File: config.mk
export PLATFORM = sky130hd
export DESIGN_NAME = fsqg_issue
export DESIGN_NICKNAME = d
export VERILOG_FILES = /design/src/design/filled_sprite_quad_generator_top_macros.svh /design/src/design/fsqg_pkg.sv /design/src/design/fsqg_issue.sv
export SDC_FILE = /design/constraint.sdc
export NUM_CORES = 1
export LEC_CHECK = 0
export ABC_AREA = 1
export BUFFER_PORTS_ARGS = -buffer_cell sky130_fd_sc_hd__buf_2
export CAP_MARGIN = 5
export CORE_AREA = 2 2 119 121
export CTS_CLUSTER_DIAMETER = 120
export DETAILED_ROUTE_END_ITERATION = 10
export DIE_AREA = 0 0 121 123
export PLACE_DENSITY = 0.83
export SLEW_MARGIN = 20
export SYNTH_ARGS = -nofsm -noshare
export SYNTH_HDL_FRONTEND = slang
export SYNTH_SLANG_ARGS = --single-unit
File: constraint.sdc
create_clock -name clk -period 4.6 [get_ports clk]
set_clock_uncertainty 0.1 [all_clocks]
set_input_delay 1.15 -clock clk [delete_from_list [all_inputs] [get_ports clk]]
set_output_delay 1.15 -clock clk [all_outputs]
set_load 0.005 [all_outputs]
File: src/design/filled_sprite_quad_generator_top_macros.svh
// Assertion macros for the filled sprite quad generator.
// Used by design files that check their own logic; needs clk and arst_n in scope.
`ifndef FILLED_SPRITE_QUAD_GENERATOR_TOP_MACROS_SVH
`define FILLED_SPRITE_QUAD_GENERATOR_TOP_MACROS_SVH
`ifndef ASSERT_OFF
`define FSQG_ASSERT(label, prop, msg) \
	label: assert property (@(posedge clk) disable iff (!arst_n) prop) else $error(msg);
`define FSQG_NEVER(label, cond, msg) \
	label: assert property (@(posedge clk) disable iff (!arst_n) !(cond)) else $error(msg);
`else
`define FSQG_ASSERT(label, prop, msg)
`define FSQG_NEVER(label, cond, msg)
`endif
`endif

File: src/design/fsqg_pkg.sv
// Shared types, constants and small functions of the filled sprite quad generator.
// No dependencies; imported by every module of the block.
package fsqg_pkg;

	localparam int FRAC_BITS = 16;
	localparam int ONE_I     = 1 << FRAC_BITS;

	localparam logic [16:0] ONE_V  = 17'(ONE_I);
	localparam logic [16:0] HALF_V = 17'(ONE_I / 2);
	// Smallest value that is not below 0.001, largest that is not above 0.999.
	localparam logic [16:0] LO_V   = 17'((ONE_I + 999) / 1000);
	localparam logic [16:0] HI_V   = 17'((999 * ONE_I) / 1000);

	localparam logic [1:0] METHOD_HORIZ  = 2'd0;
	localparam logic [1:0] METHOD_VERT   = 2'd1;
	localparam logic [1:0] METHOD_RADIAL = 2'd2;

	localparam logic REG_FILL_METHOD   = 1'b0;
	localparam logic REG_RADIAL_INVERT = 1'b1;

	typedef struct packed {
		logic signed [31:0] x0;
		logic signed [31:0] y0;
		logic signed [31:0] x1;
		logic signed [31:0] y1;
		logic [16:0]        fill;
		logic [1:0]         method;
		logic               inv;
		logic [1:0]         bc;
		logic [1:0]         corner;
		logic [1:0]         quad;
		logic               last;
	} job_t;

	// Tangent over 0..45 degrees in 16 steps, Q0.16; out of range reads as 1.0.
	function automatic logic [16:0] tan_lut(input logic [4:0] idx);
		logic [16:0] r;
		unique case (idx)
			5'd0:    r = 17'd0;
			5'd1:    r = 17'd3220;
			5'd2:    r = 17'd6455;
			5'd3:    r = 17'd9721;
			5'd4:    r = 17'd13036;
			5'd5:    r = 17'd16415;
			5'd6:    r = 17'd19880;
			5'd7:    r = 17'd23450;
			5'd8:    r = 17'd27146;
			5'd9:    r = 17'd30994;
			5'd10:   r = 17'd35030;
			5'd11:   r = 17'd39279;
			5'd12:   r = 17'd43790;
			5'd13:   r = 17'd48605;
			5'd14:   r = 17'd53784;
			5'd15:   r = 17'd59398;
			default: r = 17'd65536;
		endcase
		return r;
	endfunction

	// Share of the fill that falls into one quarter, clamped to 0..ONE.
	function automatic logic [16:0] quarter_val(input logic [16:0] fill, input logic inv,
			input logic [1:0] bc);
		logic [1:0]  kk;
		logic [18:0] v4;
		logic [18:0] off;
		logic [18:0] d;
		kk  = inv ? bc : ~bc;
		v4  = {fill, 2'b00};
		off = {1'b0, kk, 16'd0};
		d   = v4 - off;
		if (v4 < off) begin
			return 17'd0;
		end
		if (d > {2'b00, ONE_V}) begin
			return ONE_V;
		end
		return d[16:0];
	endfunction

	function automatic logic [1:0] low_bit(input logic [3:0] m);
		logic [1:0] r;
		priority if (m[0]) r = 2'd0;
		else if (m[1]) r = 2'd1;
		else if (m[2]) r = 2'd2;
		else r = 2'd3;
		return r;
	endfunction

endpackage

File: src/design/fsqg_issue.sv
// Input sequencer: takes one rectangle and issues one vertex job per cycle.
// Depends on fsqg_pkg.
module fsqg_issue import fsqg_pkg::*; (
	input  logic               clk,
	input  logic               arst_n,
	input  logic               start,
	input  logic signed [31:0] rect_left,
	input  logic signed [31:0] rect_bottom,
	input  logic signed [31:0] rect_right,
	input  logic signed [31:0] rect_top,
	input  logic [16:0]        fill_amount,
	input  logic [1:0]         method,
	input  logic               invert,
	output logic               busy,
	output logic               job_valid,
	output job_t               job
);

	logic               act_q;
	logic [3:0]         rem_q;
	logic [1:0]         bc_q;
	logic [1:0]         corner_q;
	logic [1:0]         quad_q;
	logic signed [31:0] x0_q, y0_q, x1_q, y1_q;
	logic [16:0]        fill_q;
	logic [1:0]         method_q;
	logic               inv_q;

	logic [3:0] mask;
	logic       fill_ok;
	logic       final_job;
	logic       accept;

	// Quarters that carry vertices for the incoming item.
	always_comb begin
		fill_ok = (fill_amount >= LO_V) && (fill_amount <= ONE_V);
		mask    = 4'b0000;
		if (fill_ok) begin
			if (fill_amount == ONE_V || method == METHOD_HORIZ || method == METHOD_VERT) begin
				mask = 4'b0001;
			end else if (method == METHOD_RADIAL) begin
				for (int b = 0; b < 4; b++) begin
					mask[b] = quarter_val(fill_amount, invert, 2'(b)) >= LO_V;
				end
			end
		end
	end

	assign final_job = (corner_q == 2'd3) && (rem_q == 4'b0000);
	assign busy      = act_q && !final_job;
	assign accept    = start && !busy;

	always_ff @(posedge clk or negedge arst_n) begin
		if (!arst_n) begin
			act_q    <= 1'b0;
			rem_q    <= 4'b0000;
			bc_q     <= 2'd0;
			corner_q <= 2'd0;
			quad_q   <= 2'd0;
		end else if (accept) begin
			act_q    <= mask != 4'b0000;
			bc_q     <= low_bit(mask);
			rem_q    <= mask & ~(4'b0001 << low_bit(mask));
			corner_q <= 2'd0;
			quad_q   <= 2'd0;
		end else if (act_q) begin
			if (corner_q == 2'd3) begin
				if (rem_q == 4'b0000) begin
					act_q <= 1'b0;
				end else begin
					bc_q   <= low_bit(rem_q);
					rem_q  <= rem_q & ~(4'b0001 << low_bit(rem_q));
					quad_q <= quad_q + 2'd1;
				end
			end
			corner_q <= corner_q + 2'd1;
		end
	end

	always_ff @(posedge clk) begin
		if (accept) begin
			x0_q     <= rect_left;
			y0_q     <= rect_bottom;
			x1_q     <= rect_right;
			y1_q     <= rect_top;
			fill_q   <= fill_amount;
			method_q <= method;
			inv_q    <= invert;
		end
	end

	always_comb begin
		job.x0     = x0_q;
		job.y0     = y0_q;
		job.x1     = x1_q;
		job.y1     = y1_q;
		job.fill   = fill_q;
		job.method = method_q;
		job.inv    = inv_q;
		job.bc     = bc_q;
		job.corner = corner_q;
		job.quad   = quad_q;
		job.last   = final_job;
	end
	assign job_valid = act_q;

endmodule

# ---- Word-level counts from Yosys, hierarchy flattened
# Cells that the tools add are included.
dict set report totals {
  mem_count 0
  romBits 0
  ramBits 0
  wordCells 154
  in_bits 151
  latchBits 0
  ff_bits 159
  output_inout_bits 157
}
dict set report op_classes {
  multipliers 0
  magnitude_cmp 14
  addsub 6
  shifts 2
  eq_ne 5
  n_div 0
  n_reduce_logical 14
  bitwise_logic 4
  mux 97
}
# op n
set ops {}
lappend ops {{$mux 17} 28}
lappend ops {{$ge 17x7->1 const B} 5}
lappend ops {{$gt 19x17->1 const B} 4}
lappend ops {{$lt 19x18->1} 4}
lappend ops {{$sub 19x18->19} 4}
lappend ops {{$mux 1} 42}
lappend ops {{$mux 2} 20}
lappend ops {{$mux 4} 7}
lappend ops {{$eq 17x17->1 const B} 1}
lappend ops {{$le 17x17->1 const B} 1}
lappend ops {{$and 4x4->4} 2}
lappend ops {{$not 4->4} 2}
lappend ops {{$shl 1x2->4 const A} 2}
lappend ops {{$add 2x1->2 const B} 2}
lappend ops {{$eq 2x2->1 const B} 2}
lappend ops {{$logic_and 1x1->1} 4}
lappend ops {{$logic_not 4->1} 1}
lappend ops {{$reduce_bool 2->1} 2}
lappend ops {{$reduce_bool 4->1} 1}
lappend ops {{$reduce_and 3->1} 1}
lappend ops {{$eq 2x1->1 const B} 1}
lappend ops {{$logic_not 1->1} 2}
lappend ops {{$logic_not 2->1} 1}
lappend ops {{$logic_or 1x1->1} 2}
lappend ops {{$ne 2x2->1 const B} 1}

# ---- Logic depth before layout (Yosys ltp)
dict set report depth {
  ltp_word 27
  mapped_depth 15
  depth_no_buf 15
}

# ---- Worst setup path after synthesis
# Ideal clock, no wire load.
dict set report synth_path {
  kind {input to register}
  startpoint {input port invert}
  endpoint {register rem_q[2]}
  t_required_ns 4.336
  setup_time_ns 0.164
  cell_stages 13
  t_arrival_ns 2.602
  slack_ns 1.735
  path_cell_list {inv_1 ha_1 inv_1 fa_1 nand2_1 nor2_1 nand3_1 nand2_1 nand2_2 nand2_2 nand2_1 nand3_1 o31ai_1}
}
dict set report synth_between {
  elab_chain_cells 25
}
# item line
set synth_rtl {}
lappend synth_rtl {{from (decl)} fsqg_issue.sv:13} ;# input logic invert,
lappend synth_rtl {{$mux 2} fsqg_pkg.sv:67} ;# kk = inv ? bc : ~bc;
lappend synth_rtl {{$sub 19x18->19} fsqg_pkg.sv:70} ;# d = v4 - off;
lappend synth_rtl {{$gt 19x17->1} fsqg_pkg.sv:74} ;# if (d > {2'b00, ONE_V}) begin
lappend synth_rtl {{$mux 1 (2 in series)} fsqg_pkg.sv:74}
lappend synth_rtl {{$mux 1} fsqg_issue.sv:41} ;# end else if (method == METHOD_RADIAL) begin
lappend synth_rtl {{$mux 1} fsqg_issue.sv:39} ;# if (fill_amount == ONE_V || method == METHOD_HORIZ || method == METHOD_VERT) begin
lappend synth_rtl {{$mux 1} fsqg_issue.sv:38} ;# if (fill_ok) begin
lappend synth_rtl {{$mux 17} fsqg_pkg.sv:77} ;# return d[16:0];
lappend synth_rtl {{(+8 left out)} n/a}
lappend synth_rtl {{$mux 1} fsqg_pkg.sv:84} ;# else if (m[2]) r = 2'd2;
lappend synth_rtl {{$mux 2} fsqg_pkg.sv:83} ;# else if (m[1]) r = 2'd1;
lappend synth_rtl {{$mux 2} fsqg_pkg.sv:82} ;# priority if (m[0]) r = 2'd0;
lappend synth_rtl {{$mux 2} fsqg_issue.sv:60} ;# end else if (accept) begin
lappend synth_rtl {{$shl 1x2->4} fsqg_issue.sv:63} ;# rem_q <= mask & ~(4'b0001 << low_bit(mask));
lappend synth_rtl {{$not 4->4} fsqg_issue.sv:63}
lappend synth_rtl {{$and 4x4->4 (*)} fsqg_issue.sv:63}
lappend synth_rtl {{$mux 4 (*)} fsqg_issue.sv:60}
lappend synth_rtl {{to (signal assigned)} fsqg_issue.sv:63}
lappend synth_rtl {{to (signal assigned)} fsqg_issue.sv:72} ;# rem_q <= rem_q & ~(4'b0001 << low_bit(rem_q));
lappend synth_rtl {{to (decl)} fsqg_issue.sv:20} ;# logic [3:0] rem_q;
# Every way passes the cells marked *; elsewhere a longest branch is shown, timed or not. The select of a mux whose other input is x is not followed.
# A chain may end at the register's enable or synchronous reset.

# ---- Worst setup path after layout
dict set report layout_path {
  startpoint {input port invert}
  endpoint {register act_q, in the netlist job_valid}
}
dict set report layout_between {
  elab_chain_cells 19
}
# item line
set layout_rtl {}
lappend layout_rtl {{$mux 2} fsqg_pkg.sv:67}
lappend layout_rtl {{$sub 19x18->19} fsqg_pkg.sv:70}
lappend layout_rtl {{$gt 19x17->1} fsqg_pkg.sv:74}
lappend layout_rtl {{$mux 1 (2 in series)} fsqg_pkg.sv:74}
lappend layout_rtl {{$mux 1} fsqg_issue.sv:41}
lappend layout_rtl {{$mux 1} fsqg_issue.sv:39}
lappend layout_rtl {{$mux 1} fsqg_issue.sv:38}
lappend layout_rtl {{$mux 17} fsqg_pkg.sv:77}
lappend layout_rtl {{(+2 left out)} n/a}
lappend layout_rtl {{$mux 17} fsqg_issue.sv:39}
lappend layout_rtl {{$mux 17} fsqg_issue.sv:38}
lappend layout_rtl {{$ge 17x7->1} fsqg_issue.sv:43} ;# mask[b] = quarter_val(fill_amount, invert, 2'(b)) >= LO_V;
lappend layout_rtl {{$mux 4 (*)} fsqg_issue.sv:41}
lappend layout_rtl {{$mux 4 (*)} fsqg_issue.sv:39}
lappend layout_rtl {{$mux 4 (*)} fsqg_issue.sv:38}
lappend layout_rtl {{$reduce_bool 4->1 (*)} fsqg_issue.sv:61} ;# act_q <= mask != 4'b0000;
lappend layout_rtl {{$mux 1 (*)} fsqg_issue.sv:60}
lappend layout_rtl {{to (signal assigned)} fsqg_issue.sv:55} ;# act_q <= 1'b0;
lappend layout_rtl {{to (signal assigned)} fsqg_issue.sv:61}
lappend layout_rtl {{to (signal assigned)} fsqg_issue.sv:69} ;# act_q <= 1'b0;
lappend layout_rtl {{to (decl)} fsqg_issue.sv:19} ;# logic act_q;
# Marks and branches as above.

==> run_results.csv <==
group,metric,value,unit
synth,synth_common_cells,"148 x edfxtp_1, 35 x nor2_1, 26 x nand2_1",
worst_setup_path,r2r-start,"corner_q[0]",
floorplan,core,13610,um^2
clock_tree,root_buffer,"clkbuf_16",
route,drtIter0Drc,156,
grt,grt_pass1_vias,3842,
finish,area_growth,41.01,%
clock_tree,htreeDepth,4,
synth,ys_top_cells_by_area,"edfxtp_1 78%, dfrtp_1 4.8%, nor2_1 2.3%",
route,viasPerCell,4.559,
timing,fin_crit,2.791,ns
floorplan,dieHeight,123,um
timing,worst_pin_slew,0.7857,ns
route,vias,3857,
worst_setup_path,worstSetupPathType,"primary input to flop",
clock_tree,cts_setup_buffers,0,
synth,ys_warn_count,0,
synth,syn_inst,324,
timing,hold_viol,0,
worst_setup_path,r2r-end,"rem_q[2]",
floorplan,num_io_pins,308,
placement,place_area,7452,um^2
route,final_antenna_net_count,0,
grt,antenna_found_initial,5,
worst_setup_path,cpMaxStageDelayCell,"fa_1",
worst_setup_path,crit_arrival,3.00,ns
worst_setup_path,reg2reg_depth,7,
clock_tree,cts.clk_slew.worst_paths,0.06,ns
worst_setup_path,path_buf_inv,3,
synth,synth_area_per_cell,17.57,um^2
synth,synth_mux_area_share,0,%
route,routed_wl,14450,um
synth,synthAdderAreaFrac,2.725,%
hold_path,min_path_type,"flop to flop",
outcome,status,"finished clean",
synth,yosysSeqAreaShare,82.90,%
power_and_ir_drop,p_leak,3.400,nW
route,firstDrtPassIters,6,
worst_setup_path,reg2reg_slack,2.04,ns
clock_tree,cts_tree,"done",
clock_tree,cts_sinks,159,
finish,fin_nets,809,
placement,port_buffers,307,
timing,setup_tns,0,ns
synth,syn_area,5693,um^2
power_and_ir_drop,power_density,511.3,nW/um^2
clock_tree,ctsLongestPathBuffers,2,
worst_setup_path,start_kind,"primary input",
floorplan,die_w,121,um
synth,synth.most_common_cell,"edfxtp_1",
timing,fmax,358.3,MHz
worst_setup_path,path_cells,"buf_2, inv_1, ha_1, inv_1, fa_1, nand2_1, nor2_1, nand3_1, nand2_1, nand2_2, nand2_2, nand2_1, o21ai_1, nand2_1",
worst_setup_path,cp-endpoint,"job_valid",
clock_tree,clock_latency,0.42,ns
worst_setup_path,cp_data_required_time,4.81,ns
grt,grt_usage,18.86,%
floorplan,start_util,41.82,%
placement,hpwl,11240,um
timing,fin_ws,1.809,ns
flow_run,drv_cap,0,
worst_setup_path,cp_slowest_stage_delay,0.47,ns
worst_setup_path,worstPathMaxFanout,6,
synth,ys_types,31,
placement,gp_congestion,0.9236,
timing,final_max_slew_viol_count,0,
synth,synth_top_family_by_area,"simple AND/OR/NAND/NOR gates",
grt,grt_pass1_wl,20380,um
grt,overflow,0,
finish,layout-drive-gt1-share,56.58,%
timing,setup_viol,0,
synth,synth-edff-count,148,
synth,async_flop_share,6.918,%
clock_tree,cts_buffers,17,
synth,yosysTopAreaCell,"edfxtp_1",
worst_setup_path,cp-end-kind,"flop",
clock_tree,hold_buffers,0,
synth,synth_compound_area_share,1.978,%
placement,dpl_worst_slack,1.385,ns
floorplan,row_count,43,
synth,synth_xor_area_share,0.6154,%
clock_tree,cts_resized,0,
timing,rsz0062_at_grt,"no",
worst_setup_path,cpMostUsedCell,"nand2_1",
synth,ys_ff_latch,159,
grt,grt_max_degree,91,
synth,synth_top_flop_cell,"edfxtp_1",
synth,synth-simple-area-share,9.495,%
floorplan,die-area,14880,um^2
worst_setup_path,cp_num_cells,14,
route,drc,0,
timing,period_share,60.67,%
route,wire_per_inst,17.08,um
power_and_ir_drop,ir_worst_vdd,0.0003263,V
worst_setup_path,cp-startpoint,"invert",
worst_setup_path,crit_family,"adder cells",
finish,fin_area,8028,um^2
synth,synth_top_area_share,78.07,%
synth,synth_fp_nets,485,
timing,relSlewSlack,47.62,%
==> worst min path at each step <==
stage	start	endpoint	cells past startpoint
after global placement	bc_q[0]	bc_q[0]	2
after detailed placement	bc_q[0]	bc_q[0]	2
after global routing	bc_q[0]	bc_q[0]	2
after CTS	bc_q[0]	bc_q[0]	2
final	bc_q[0]	bc_q[0]	2
after floorplan	bc_q[0]	bc_q[0]	2
==> registers in the layout (all words and copies together) (netlist names), 2 cells and up <==
signal / flops
x1_q: 32
corner_q: 2
fill_q: 17
y0_q: 32
quad_q: 2
y1_q: 32
rem_q: 4
bc_q: 2
method_q: 2
x0_q: 32
==> logic make-up (layout without fill, tap and decap cells) <==
family | count (synthesis) | in the layout
flip-flops | 159 | 159
AND/OR/NAND/NOR | 103 | 103
buffers and inverters | 30 | 367
AO/OA/AOI/OAI | 18 | 18
adder cells (fa/ha/maj) | 10 | 10
XOR/XNOR | 4 | 4
other | 0 | 5
==> worst min-delay path, cell delays in order (launching register included) <==
cell     delay (ns)
dfrtp_1        0.35
nor2_1         0.06
a21oi_2        0.09
==> power by group <==
group	switching (W)	internal (W)	leakage, nW
combinational	0.000455	0.000297	1.66
clock	0.000575	0.000753	0.259
sequential	0.0000914	0.00193	1.48
==> area by class of cell <==
type	count	area [um^2]
sequential	159	4720
fill	1069	5584
multi-input combinational	135	843.3
tap	180	225.2
antenna	5	12.51
timing repair buffer	308	1556
inverter	27	107.6
clock buffer	18	429.2
clock inverter	14	133.9
==> through the flow <==
stage                     utilization (%)  instances  total power [W]  hold WS (ns)
after floorplan                         -        324         0.002402        0.4104
after global placement              54.75        809         0.002785        0.4160
after detailed placement            54.75        809         0.002819        0.4119
after CTS                           58.88        841         0.004152        0.4308
after global routing                58.96        845         0.004297        0.4509
final                               58.98        846         0.004105        0.4262
==> placed cells by master (no fill, tap or decap), types with 2 or more instances in the layout <==
cell type	netlist	layout
a21oi_1	5	5
a31oi_1	2	2
buf_2	0	307
clkbuf_16	0	17
clkinv_2	1	3
clkinvlp_4	0	6
dfrtp_1	11	11
diode_2	0	5
edfxtp_1	148	148
fa_1	4	4
ha_1	6	6
inv_1	21	21
inv_2	4	4
inv_6	0	3
inv_8	0	2
nand2_1	26	26
nand2_2	8	8
nand2_4	2	2
nand3_1	11	11
nand3_2	7	7
nor2_1	35	35
nor2_2	5	5
nor2_4	4	4
o21ai_0	6	6
or2_1	2	2
xnor2_1	2	2
xor2_1	2	2
==> routing by layer <==
| metal | global-route usage, % | routed length (um) | vias up |
|---|---|---|---|
| met5 | 0 | 0 | - |
| met1 | 19.74 | 5078 | 1853 |
| met2 | 33.11 | 7808 | 167 |
| met3 | 7.149 | 1227 | 24 |
| met4 | 9.666 | 332 | 0 |
| li1 | - | - | 1813 |
No activity file was read; power rests on OpenSTA's default activity.
