File: src/design/filled_sprite_quad_generator_top_macros.svh
// Assertion macros for the filled sprite quad generator.
// Used by design files that check their own logic; needs clk and arst_n in scope.
`ifndef FILLED_SPRITE_QUAD_GENERATOR_TOP_MACROS_SVH
`define FILLED_SPRITE_QUAD_GENERATOR_TOP_MACROS_SVH
`ifndef ASSERT_OFF
`define FSQG_ASSERT(label, prop, msg) \
	label: assert property (@(posedge clk) disable iff (!arst_n) prop) else $error(msg);
`define FSQG_NEVER(label, cond, msg) \
	label: assert property (@(posedge clk) disable iff (!arst_n) !(cond)) else $error(msg);
`else
`define FSQG_ASSERT(label, prop, msg)
`define FSQG_NEVER(label, cond, msg)
`endif
`endif

File: src/design/fsqg_pkg.sv
// Shared types, constants and small functions of the filled sprite quad generator.
// No dependencies; imported by every module of the block.
package fsqg_pkg;

	localparam int FRAC_BITS = 16;
	localparam int ONE_I     = 1 << FRAC_BITS;

	localparam logic [16:0] ONE_V  = 17'(ONE_I);
	localparam logic [16:0] HALF_V = 17'(ONE_I / 2);
	// Smallest value that is not below 0.001, largest that is not above 0.999.
	localparam logic [16:0] LO_V   = 17'((ONE_I + 999) / 1000);
	localparam logic [16:0] HI_V   = 17'((999 * ONE_I) / 1000);

	localparam logic [1:0] METHOD_HORIZ  = 2'd0;
	localparam logic [1:0] METHOD_VERT   = 2'd1;
	localparam logic [1:0] METHOD_RADIAL = 2'd2;

	localparam logic REG_FILL_METHOD   = 1'b0;
	localparam logic REG_RADIAL_INVERT = 1'b1;

	typedef struct packed {
		logic signed [31:0] x0;
		logic signed [31:0] y0;
		logic signed [31:0] x1;
		logic signed [31:0] y1;
		logic [16:0]        fill;
		logic [1:0]         method;
		logic               inv;
		logic [1:0]         bc;
		logic [1:0]         corner;
		logic [1:0]         quad;
		logic               last;
	} job_t;

	// Tangent over 0..45 degrees in 16 steps, Q0.16; out of range reads as 1.0.
	function automatic logic [16:0] tan_lut(input logic [4:0] idx);
		logic [16:0] r;
		unique case (idx)
			5'd0:    r = 17'd0;
			5'd1:    r = 17'd3220;
			5'd2:    r = 17'd6455;
			5'd3:    r = 17'd9721;
			5'd4:    r = 17'd13036;
			5'd5:    r = 17'd16415;
			5'd6:    r = 17'd19880;
			5'd7:    r = 17'd23450;
			5'd8:    r = 17'd27146;
			5'd9:    r = 17'd30994;
			5'd10:   r = 17'd35030;
			5'd11:   r = 17'd39279;
			5'd12:   r = 17'd43790;
			5'd13:   r = 17'd48605;
			5'd14:   r = 17'd53784;
			5'd15:   r = 17'd59398;
			default: r = 17'd65536;
		endcase
		return r;
	endfunction

	// Share of the fill that falls into one quarter, clamped to 0..ONE.
	function automatic logic [16:0] quarter_val(input logic [16:0] fill, input logic inv,
			input logic [1:0] bc);
		logic [1:0]  kk;
		logic [18:0] v4;
		logic [18:0] off;
		logic [18:0] d;
		kk  = inv ? bc : ~bc;
		v4  = {fill, 2'b00};
		off = {1'b0, kk, 16'd0};
		d   = v4 - off;
		if (v4 < off) begin
			return 17'd0;
		end
		if (d > {2'b00, ONE_V}) begin
			return ONE_V;
		end
		return d[16:0];
	endfunction

	function automatic logic [1:0] low_bit(input logic [3:0] m);
		logic [1:0] r;
		priority if (m[0]) r = 2'd0;
		else if (m[1]) r = 2'd1;
		else if (m[2]) r = 2'd2;
		else r = 2'd3;
		return r;
	endfunction

endpackage

File: src/design/fsqg_pipe.sv
// Vertex pipeline: angle ratio, quad corners, interpolation products, final select.
// Depends on fsqg_pkg; fed one job per cycle by fsqg_issue.
module fsqg_pipe import fsqg_pkg::*; (
	input  logic               clk,
	input  logic               arst_n,
	input  logic               job_valid,
	input  job_t               job,
	output logic               res_valid,
	output logic signed [31:0] res_x,
	output logic signed [31:0] res_y,
	output logic [16:0]        res_u,
	output logic [16:0]        res_v,
	output logic [1:0]         res_quad,
	output logic [1:0]         res_corner,
	output logic               res_last
);

	function automatic logic [31:0] pick_x(input logic [1:0] j, input logic [31:0] a,
			input logic [31:0] b);
		return j[1] ? b : a;
	endfunction

	function automatic logic [31:0] pick_y(input logic [1:0] j, input logic [31:0] a,
			input logic [31:0] b);
		return (j[1] ^ j[0]) ? b : a;
	endfunction

	// Stage 1 logic: quarter value, cut direction, table fetch, midpoint.
	logic               radial1, ci1, cut1, gt1, lt1;
	logic [16:0]        v1, a1, arg1, lo1, hi1;
	logic [4:0]         idx1;
	logic signed [32:0] dxh1, dyh1;

	always_comb begin
		radial1 = (job.method == METHOD_RADIAL) && (job.fill != ONE_V);
		v1      = quarter_val(job.fill, job.inv, job.bc);
		ci1     = job.inv ^ job.bc[0];
		cut1    = ci1 || (v1 <= HI_V);
		a1      = ci1 ? (ONE_V - v1) : v1;
		gt1     = a1 > HALF_V;
		lt1     = a1 < HALF_V;
		arg1    = gt1 ? (ONE_V - a1) : a1;
		idx1    = arg1[15:11];
		lo1     = tan_lut(idx1);
		hi1     = tan_lut(idx1 + 5'd1);
		dxh1    = ($signed({job.x1[31], job.x1}) - $signed({job.x0[31], job.x0})) >>> 1;
		dyh1    = ($signed({job.y1[31], job.y1}) - $signed({job.y0[31], job.y0})) >>> 1;
	end

	logic               s2_v;
	job_t               s2_job;
	logic               s2_radial, s2_ci, s2_cut, s2_gt, s2_lt;
	logic [16:0]        s2_lo;
	logic [12:0]        s2_dlt;
	logic [15:0]        s2_frac;
	logic signed [31:0] s2_xm, s2_ym;

	always_ff @(posedge clk or negedge arst_n) begin
		if (!arst_n) begin
			s2_v <= 1'b0;
		end else begin
			s2_v <= job_valid;
		end
	end

	always_ff @(posedge clk) begin
		s2_job    <= job;
		s2_radial <= radial1;
		s2_ci     <= ci1;
		s2_cut    <= cut1;
		s2_gt     <= gt1;
		s2_lt     <= lt1;
		s2_lo     <= lo1;
		s2_dlt    <= 13'(hi1 - lo1);
		s2_frac   <= {arg1[10:0], 5'd0};
		s2_xm     <= job.x0 + dxh1[31:0];
		s2_ym     <= job.y0 + dyh1[31:0];
	end

	// Stage 2 logic: interpolated ratio, quarter corners, mix operands and flags.
	logic [28:0] rprod2;
	logic [16:0] ratio2, tx2, ty2;
	logic [31:0] xa2, xb2, ya2, yb2, ua2, ub2, va2, vb2;
	logic [1:0]  c2, rel2;
	logic        mx2, my2, ca2, cb2;
	logic [31:0] xp0_2, xp2_2, yp0_2, yp2_2, up0_2, up2_2, vp0_2, vp2_2;

	always_comb begin
		rprod2 = s2_dlt * s2_frac;
		ratio2 = s2_lo + {4'd0, rprod2[28:16]};
		if (s2_radial) begin
			tx2 = s2_gt ? ratio2 : ONE_V;
			ty2 = s2_lt ? ratio2 : ONE_V;
		end else begin
			tx2 = (s2_job.method == METHOD_HORIZ) ? s2_job.fill : ONE_V;
			ty2 = (s2_job.method == METHOD_VERT) ? s2_job.fill : ONE_V;
		end

		xa2 = s2_job.x0;
		xb2 = s2_job.x1;
		ya2 = s2_job.y0;
		yb2 = s2_job.y1;
		ua2 = 32'd0;
		ub2 = {15'd0, ONE_V};
		va2 = 32'd0;
		vb2 = {15'd0, ONE_V};
		if (s2_radial) begin
			if (s2_job.bc[1]) begin
				xa2 = s2_xm;
				ua2 = {15'd0, HALF_V};
			end else begin
				xb2 = s2_xm;
				ub2 = {15'd0, HALF_V};
			end
			if (s2_job.bc[1] ^ s2_job.bc[0]) begin
				ya2 = s2_ym;
				va2 = {15'd0, HALF_V};
			end else begin
				yb2 = s2_ym;
				vb2 = {15'd0, HALF_V};
			end
		end

		c2   = s2_radial ? (s2_job.bc + 2'd2) : 2'd0;
		rel2 = s2_job.corner - c2;
		ca2  = s2_gt && s2_ci;
		cb2  = s2_lt && !s2_ci;
		if (!s2_radial) begin
			mx2 = s2_job.corner[1];
			my2 = s2_job.corner[1] ^ s2_job.corner[0];
		end else if (!s2_cut) begin
			mx2 = 1'b0;
			my2 = 1'b0;
		end else if (c2[0]) begin
			mx2 = (ca2 && (rel2 == 2'd1 || rel2 == 2'd2)) || (!s2_ci && rel2 == 2'd3);
			my2 = (cb2 && (rel2 == 2'd2 || rel2 == 2'd3)) || (s2_ci && rel2 == 2'd1);
		end else begin
			my2 = (cb2 && (rel2 == 2'd1 || rel2 == 2'd2)) || (s2_ci && rel2 == 2'd3);
			mx2 = (ca2 && (rel2 == 2'd2 || rel2 == 2'd3)) || (!s2_ci && rel2 == 2'd1);
		end

		xp0_2 = pick_x(c2, xa2, xb2);
		xp2_2 = pick_x(c2 + 2'd2, xa2, xb2);
		yp0_2 = pick_y(c2, ya2, yb2);
		yp2_2 = pick_y(c2 + 2'd2, ya2, yb2);
		up0_2 = pick_x(c2, ua2, ub2);
		up2_2 = pick_x(c2 + 2'd2, ua2, ub2);
		vp0_2 = pick_y(c2, va2, vb2);
		vp2_2 = pick_y(c2 + 2'd2, va2, vb2);
	end

	logic               s3_v;
	logic [16:0]        s3_tx, s3_ty;
	logic signed [32:0] s3_dx, s3_dy;
	logic signed [17:0] s3_du, s3_dv;
	logic signed [31:0] s3_xp0, s3_yp0, s3_xk, s3_yk;
	logic [16:0]        s3_up0, s3_vp0, s3_uk, s3_vk;
	logic               s3_mx, s3_my;
	logic [1:0]         s3_quad, s3_corner;
	logic               s3_last;

	always_ff @(posedge clk or negedge arst_n) begin
		if (!arst_n) begin
			s3_v <= 1'b0;
		end else begin
			s3_v <= s2_v;
		end
	end

	always_ff @(posedge clk) begin
		s3_tx     <= tx2;
		s3_ty     <= ty2;
		s3_dx     <= $signed({xp2_2[31], xp2_2}) - $signed({xp0_2[31], xp0_2});
		s3_dy     <= $signed({yp2_2[31], yp2_2}) - $signed({yp0_2[31], yp0_2});
		s3_du     <= $signed({1'b0, up2_2[16:0]}) - $signed({1'b0, up0_2[16:0]});
		s3_dv     <= $signed({1'b0, vp2_2[16:0]}) - $signed({1'b0, vp0_2[16:0]});
		s3_xp0    <= xp0_2;
		s3_yp0    <= yp0_2;
		s3_up0    <= up0_2[16:0];
		s3_vp0    <= vp0_2[16:0];
		s3_xk     <= pick_x(s2_job.corner, xa2, xb2);
		s3_yk     <= pick_y(s2_job.corner, ya2, yb2);
		s3_uk     <= 17'(pick_x(s2_job.corner, ua2, ub2));
		s3_vk     <= 17'(pick_y(s2_job.corner, va2, vb2));
		s3_mx     <= mx2;
		s3_my     <= my2;
		s3_quad   <= s2_job.quad;
		s3_corner <= s2_job.corner;
		s3_last   <= s2_job.last;
	end

	// Stage 3: one product per coordinate lane.
	logic               s4_v;
	logic signed [50:0] s4_px, s4_py;
	logic signed [35:0] s4_pu, s4_pv;
	logic signed [31:0] s4_xp0, s4_yp0, s4_xk, s4_yk;
	logic [16:0]        s4_up0, s4_vp0, s4_uk, s4_vk;
	logic               s4_mx, s4_my;
	logic [1:0]         s4_quad, s4_corner;
	logic               s4_last;

	always_ff @(posedge clk or negedge arst_n) begin
		if (!arst_n) begin
			s4_v <= 1'b0;
		end else begin
			s4_v <= s3_v;
		end
	end

	always_ff @(posedge clk) begin
		s4_px     <= s3_dx * $signed({1'b0, s3_tx});
		s4_py     <= s3_dy * $signed({1'b0, s3_ty});
		s4_pu     <= s3_du * $signed({1'b0, s3_tx});
		s4_pv     <= s3_dv * $signed({1'b0, s3_ty});
		s4_xp0    <= s3_xp0;
		s4_yp0    <= s3_yp0;
		s4_up0    <= s3_up0;
		s4_vp0    <= s3_vp0;
		s4_xk     <= s3_xk;
		s4_yk     <= s3_yk;
		s4_uk     <= s3_uk;
		s4_vk     <= s3_vk;
		s4_mx     <= s3_mx;
		s4_my     <= s3_my;
		s4_quad   <= s3_quad;
		s4_corner <= s3_corner;
		s4_last   <= s3_last;
	end

	// Stage 4: floor the products, add the base point and pick the corner value.
	logic [31:0] mx4, my4;
	logic [16:0] mu4, mv4;

	always_comb begin
		mx4 = s4_xp0 + s4_px[47:16];
		my4 = s4_yp0 + s4_py[47:16];
		mu4 = s4_up0 + s4_pu[32:16];
		mv4 = s4_vp0 + s4_pv[32:16];
	end

	always_ff @(posedge clk or negedge arst_n) begin
		if (!arst_n) begin
			res_valid <= 1'b0;
		end else begin
			res_valid <= s4_v;
		end
	end

	always_ff @(posedge clk) begin
		res_x      <= s4_mx ? mx4 : s4_xk;
		res_y      <= s4_my ? my4 : s4_yk;
		res_u      <= s4_mx ? mu4 : s4_uk;
		res_v      <= s4_my ? mv4 : s4_vk;
		res_quad   <= s4_quad;
		res_corner <= s4_corner;
		res_last   <= s4_last;
	end

endmodule

File: config.mk
export PLATFORM = sky130hd
export DESIGN_NAME = fsqg_pipe
export DESIGN_NICKNAME = d
export VERILOG_FILES = /design/src/design/filled_sprite_quad_generator_top_macros.svh /design/src/design/fsqg_pkg.sv /design/src/design/fsqg_pipe.sv
export SDC_FILE = /design/constraint.sdc
export NUM_CORES = 2
export LEC_CHECK = 0
export ABC_AREA = 1
export BUFFER_PORTS_ARGS = -buffer_cell sky130_fd_sc_hd__buf_4
export CAP_MARGIN = 20
export CORE_AREA = 5 5 381 383
export CTS_CLUSTER_DIAMETER = 60
export DETAILED_ROUTE_END_ITERATION = 16
export DIE_AREA = 0 0 386 388
export PLACE_DENSITY = 0.85
export SLEW_MARGIN = 15
export SYNTH_ARGS = -nofsm -noshare
export SYNTH_HDL_FRONTEND = slang
export SYNTH_SLANG_ARGS = --single-unit
File: constraint.sdc
create_clock -name clk -period 9.5 [get_ports clk]
set_clock_uncertainty 0.15 [all_clocks]
set_input_delay 0.475 -clock clk [delete_from_list [all_inputs] [get_ports clk]]
set_output_delay 0.475 -clock clk [all_outputs]
set_load 0.02 [all_outputs]
# After elaboration in Yosys (flattened, before gate mapping)
# Memory sizes are Yosys's and may differ from the RTL's.
# Index checks and enable logic that the tools add are counted.
[op_classes]
addsub = 21
mul = 5
n_lt_le_gt_ge = 5
eq_ne = 6
n_mux = 57
n_bitwise = 6
n_reduce_logical = 20
[ops]
columns = ["operator", "count"]
rows = [
  ["$mux 32", 16],
  ["$mux 17", 24],
  ["$sub 32x32->33", 4],
  ["$add 32x32->32", 4],
  ["$mul 33x18->48", 2],
  ["$mux 16", 5],
  ["$mul 18x18->33", 2],
  ["$sub 17x17->18", 2],
  ["$add 17x17->17", 2],
  ["$mul 13x11->24", 1],
  ["$gt 19x17->1 const B", 1],
  ["$lt 19x18->1", 1],
  ["$sub 19x18->19", 1],
  ["$add 17x13->17", 1],
  ["$gt 17x16->1 const B", 1],
  ["$le 17x16->1 const B", 1],
  ["$lt 17x16->1 const B", 1],
  ["$ne 17x17->1 const B", 1],
  ["$sub 17x17->17 const A", 1],
  ["$sub 1x16->16 const A", 1],
  ["$mux 13", 1],
  ["$sub 13x13->13", 1],
  ["$logic_and 1x1->1", 11],
  ["$mux 1", 9],
  ["11 further kinds", 26],
]
[word_totals]
regBits = 1075
rom_bits = 512
input_bits = 158
out_inout_bits = 104
elab_cells = 189
memories = 2
[memory_table]
columns = ["name", "depth", "width", "read_ports", "rd_clocked_by_memory_dff", "write_ports", "line", "source"]
rows = [
  ["(name not given)", 16, 16, 1, 0, 0, "fsqg_pkg.sv:38", "unique case (idx)"],
  ["(name not given)", 16, 16, 1, 0, 0, "fsqg_pkg.sv:38", ""],
]

# Depth between registers and ports, before layout
# An unclocked memory read counts as a cell.
[depth]
word_depth = 16
depth_mapped = 56
ltp_nobuf = 53

# Worst setup path before layout
# No wires, ideal clock.
[synth_path]
kind = "input to register"
from = "input port job[7] (netlist bit)"
to = "register s2_dlt[12]"
setup_time_ps = 113
arrival_time_ps = 6885
t_required_ps = 9237
path_slack_ps = 2352
stages = 49
n_path_buf = 5
path_cell_list = "xor2_1 buf_2 inv_1 ha_1 inv_1 fa_1 nor2_1 nand2_1 nor2_1 nand3_2 nand2_4 buf_6 buf_8 nand2_1 ha_1 nand2_1 nand2_1 inv_1 [... 13 more ...] buf_2 o21ai_0 nand3_1 ha_1 fa_1 o21ai_0 a21oi_1 inv_1 a21oi_1 o21ai_0 a21oi_1 o21bai_1 a21oi_1 inv_1 a21o_1 nand4_1 nand3_1 nand2_1"
[synth_between]
elab_chain_cells = 15
word_cells_on_any_way = 22
classes_between = "5 x add/sub; 3 x order compare; 11 x mux; 1 x bitwise; 2 x memory"
[synth_lines]
columns = ["item", "line", "source"]
rows = [
  ["start, declared", "fsqg_pipe.sv:7", "input job_t job,"],
  ["$mux 2", "fsqg_pkg.sv:67", "kk = inv ? bc : ~bc;"],
  ["$sub 19x18->19", "fsqg_pkg.sv:70", "d = v4 - off;"],
  ["$gt 19x17->1", "fsqg_pkg.sv:74", "if (d > {2'b00, ONE_V}) begin"],
  ["$mux 1 (2 in series)", "fsqg_pkg.sv:74", ""],
  ["$mux 17", "fsqg_pkg.sv:77", "return d[16:0];"],
  ["$mux 17", "fsqg_pkg.sv:74", ""],
  ["$sub 17x17->17", "fsqg_pipe.sv:39", "a1 = ci1 ? (ONE_V - v1) : v1;"],
  ["$mux 17 *", "fsqg_pipe.sv:39", ""],
  ["$sub 1x16->16 / $gt 17x16->1 (equally long branches)", "fsqg_pipe.sv:42, fsqg_pipe.sv:40", ""],
  ["$mux 16 *", "fsqg_pipe.sv:42", "arg1 = gt1 ? (ONE_V - a1) : a1;"],
  ["$add 5x1->5", "fsqg_pipe.sv:45", "hi1 = tan_lut(idx1 + 5'd1);"],
  ["$mem_v2 16x16", "--", ""],
  ["$mux 13", "fsqg_pkg.sv:38", ""],
  ["$sub 13x13->13 *", "fsqg_pipe.sv:74", "s2_dlt <= 13'(hi1 - lo1);"],
  ["end signal, assigned", "fsqg_pipe.sv:74", ""],
  ["end, declared", "fsqg_pipe.sv:54", "logic [12:0] s2_dlt;"],
]
# Every way passes the cells marked *; elsewhere a longest branch is shown, timed or not. The select of a mux whose other input is x is not followed.

# Worst setup path after layout
[layout_path]
from = "input port job[5] (netlist bit)"
to = "register s2_dlt[12]"
[layout_between]
elab_chain_cells = 16
word_cells_on_any_way = 23
classes_between = "5 x add/sub; 3 x order compare; 11 x mux; 2 x bitwise; 2 x memory"
[layout_lines]
columns = ["item", "line"]
rows = [
  ["$not 2->2", "fsqg_pkg.sv:67"],
  ["$mux 2", "fsqg_pkg.sv:67"],
  ["$sub 19x18->19", "fsqg_pkg.sv:70"],
  ["$gt 19x17->1", "fsqg_pkg.sv:74"],
  ["$mux 1 (2 in series)", "fsqg_pkg.sv:74"],
  ["$mux 17", "fsqg_pkg.sv:77"],
  ["$mux 17", "fsqg_pkg.sv:74"],
  ["$sub 17x17->17", "fsqg_pipe.sv:39"],
  ["$mux 17 *", "fsqg_pipe.sv:39"],
  ["$sub 1x16->16 / $gt 17x16->1 (equally long branches)", "fsqg_pipe.sv:42, fsqg_pipe.sv:40"],
  ["$mux 16 *", "fsqg_pipe.sv:42"],
  ["$add 5x1->5", "fsqg_pipe.sv:45"],
  ["$mem_v2 16x16", "--"],
  ["$mux 13", "fsqg_pkg.sv:38"],
  ["$sub 13x13->13 *", "fsqg_pipe.sv:74"],
]
# Marks and branches as above.

==> metrics <==
status finished clean; IO buf count 261; vias per std cell 5.465; ANT nets after route 0; nets 12621; synth warn 0; fillers 10755; crit path kind in2reg; CORE AREA 141100 um2; Hold Crit Start job[7]; Tcrit/Tclk final 0.9026; RSZ-0062 raised after global routing false; ranking of synthesized cells by area fa_1 (30%), dfxtp_1 (20%), inv_1 (11%); top post-synthesis cells by count inv_1 (2535), nand2_1 (2299), fa_1 (1248); Required @ worst endpoint 9.94 ns; Slew @ Worst Pin 1.205 ns; Post CTS Setup Buffer Count 0; worst reg2reg setup slack 1.89 ns; via count 68452; fin crit period 8.574 ns; Seq/Total Area, Yosys 0.2041; crit start category input pin; cell count after synthesis 10337; Residual DRC 0; DRT iter0 DRCs 6297; Critical path origin job[5]; top sig layer met5; Rows 138; drt wl/cell 18.33 um; CP max stage cell dlygate4sd3_1; Worst Hold Class in2reg; Die H 388 um; Max Root-Sink Buffers 3; post-cts sizing count 0; predominant post-synthesis flop cell dfxtp_1; CP endpoint kind flip-flop; Worst-Skew Late Latency 0.77 ns; pin count of the biggest net entering global routing 88; reg-to-reg startpoint s2_frac[11]$_DFF_P_; Crit Path Max Fanout 23; max_slew headroom 0.1955; hold path cells 3; M1 wire length 88.85 mm; maxcap violations 0; Netlist cell types 67; first-pass GRT wire length 372.3 mm; worst path arrival time 9.02 ns; maximum clock rate 116.6 MHz; Slew Viols, Final 0; HPWL Detailed 177.9 mm; Met2 Wirelength 104.4 mm; antenna violations before repair 15; Starting Density 0.5979; most frequent cell after synthesis inv_1; number of setup violations in the final report 0; Top cell by count, worst path nand2_1; die area 149800 um2; count of final hold-check violations 0; CTS root buf clkbuf_16; routed length on met3 25.03 mm; area of the multi-input gates 56020 um2; area grow syn2layout 10.08%; DR pass1 iterations 7; syn avg cell area 8.159 um2; Post-synth EDFFs 0; # IOs 262; Routed Wire Length 229.5 mm; setup TNS 0 ns; sequential cell area 17220 um2; worst hold endpoint s2_ci$_DFF_P_; Synth Register Bits 859; Inserted Clock Buffers 100; share of cells above drive strength 1 0.06017; Post-Syn Area 84340 um2; clock-pin slew on the worst setup and hold paths 0.05 ns; Crit path largest cell delay 0.54 ns; area leader, netlist fa_1; Yosys top cell area share 0.2962; reg2reg path depth 38; Synth async-reset ratio 0.004657; GRT overflow 0; total track usage 0.3095; vias in the first global route 72658; GPL Wtd Cong 0.9658; CTS tree built; Num Clock Sinks 859; die width 386 um; H-tree Lvls 3; RR Endpoint s3_tx[16]$_DFF_P_
flip-flops by register name, summed over array words and instances, names as in the netlist, 32 cells and up:
| register | count |
|---|---|
| s2_job | 154 |
| s4_py | 32 |
| s3_dx | 33 |
| s4_xk | 32 |
| s4_px | 32 |
| s2_ym | 32 |
| s2_xm | 32 |
| s3_yp0 | 32 |
| s3_xk | 32 |
| s4_yk | 32 |
| s3_yk | 32 |
| s3_xp0 | 32 |
| res_y | 32 |
| s4_xp0 | 32 |
| s3_dy | 33 |
| s4_yp0 | 32 |
| res_x | 32 |
worst max-delay path: cells and delay by family:
family,cells,cell delay [ns]
adder cells (fa/ha/maj),7,2.41
buffers and inverters,11,1.85
AO/OA/AOI/OAI,9,1.50
AND/OR/NAND/NOR,23,2.63
XOR/XNOR,1,0.12
area by class of cell:
cell class                 instances  share of cell area
multi-input combinational       6528              0.6033
sequential                       859              0.1855
inverter                        2561              0.1036
timing repair buffer             486             0.04366
clock buffer                     134             0.03060
tap                             1890             0.02547
clock inverter                    52            0.007506
antenna                           15           0.0004043
metal layers:
metal,up-vias,track usage
met3,891,0.08052
met5,-,0
met1,32853,0.4007
met4,2,0.1327
met2,3604,0.4929
li1,31102,-
what timing repair did:
| action | CTS | global route |
|---|---|---|
| endpoints found under the setup margin | 0 | 0 |
| hold buffers | 157 | 0 |
| endpoints found under the hold margin | 191 | 0 |
placed cells by master (no fill, tap or decap), types with 10 or more instances in the layout:
| cell type | synthesis | final |
|---|---|---|
| nor3_1 | 24 | 24 |
| o21a_1 | 26 | 26 |
| clkbuf_8 | 0 | 19 |
| a21o_1 | 21 | 21 |
| o31ai_1 | 12 | 12 |
| clkbuf_16 | 0 | 101 |
| a21oi_1 | 476 | 476 |
| xnor2_1 | 171 | 170 |
| o21ai_1 | 23 | 23 |
| clkinv_2 | 1 | 14 |
| nor2_1 | 291 | 289 |
| fa_1 | 1248 | 1248 |
| nand2_1 | 2299 | 2297 |
| o21ai_0 | 412 | 412 |
| or2_2 | 43 | 43 |
| a211oi_1 | 12 | 12 |
| buf_4 | 1 | 328 |
| a31oi_1 | 48 | 48 |
| inv_1 | 2535 | 2533 |
| nand2_2 | 18 | 20 |
| clkbuf_1 | 374 | 14 |
| diode_2 | 0 | 15 |
| inv_2 | 18 | 18 |
| nand3b_1 | 10 | 10 |
| nand4_1 | 30 | 30 |
| dlygate4sd3_1 | 0 | 157 |
| o211ai_1 | 19 | 19 |
| o22ai_1 | 31 | 31 |
| dfxtp_1 | 855 | 852 |
| nand3_2 | 10 | 10 |
| a21boi_0 | 63 | 63 |
| o21bai_1 | 31 | 31 |
| nand3_1 | 172 | 172 |
| xor2_1 | 278 | 278 |
| ha_1 | 679 | 679 |
through the flow:
| step | hold slack (ns) | cell area (um2) | std cells | worst slack, ns | util |
|---|---|---|---|---|---|
| 6_report | 0.08898 | 92850 | 12525 | 0.9258 | 0.6582 |
| 5_1_grt | 0.09202 | 92830 | 12518 | 0.1368 | 0.6581 |
| 4_1_cts | 0.04175 | 92810 | 12510 | 0.9704 | 0.6579 |
| 3_5_place_dp | 0.1216 | 87700 | 12167 | 0.7849 | 0.6217 |
| 3_3_place_gp | 0.1197 | 87680 | 12166 | 0.6907 | 0.6215 |
| 2_1_floorplan | 0.02941 | 84350 | 10338 | 2.352 | - |
cell families (layout without fill, tap and decap cells):
group / count (synthesis) / count (layout) / synth area share
AO/OA/AOI/OAI: 1201 / 1201 / 0.07914
XOR/XNOR: 449 / 449 / 0.04663
adder cells (fa/ha/maj): 1927 / 1927 / 0.3969
buffers and inverters: 2951 / 3233 / 0.1321
flip-flops: 859 / 859 / 0.2041
multiplexers: 2 / 2 / 0.0002374
other: 2 / 18 / 0.00008904
AND/OR/NAND/NOR: 2946 / 2946 / 0.1407
how the worst max path moves through the flow:
stage,end,slack (ns)
5_1_grt,s2_dlt[12]$_DFF_P_,0.14
3_3_place_gp,s2_dlt[12]$_DFF_P_,0.69
4_1_cts,s2_dlt[12]$_DFF_P_,0.97
3_5_place_dp,s2_dlt[12]$_DFF_P_,0.78
2_1_floorplan,s2_dlt[12]$_DFF_P_,2.35
6_report,s2_dlt[12]$_DFF_P_,0.93
Power is left out: the tool's default activity adds up to more than one toggle a clock period on the data nets, which glitch-free logic cannot reach.
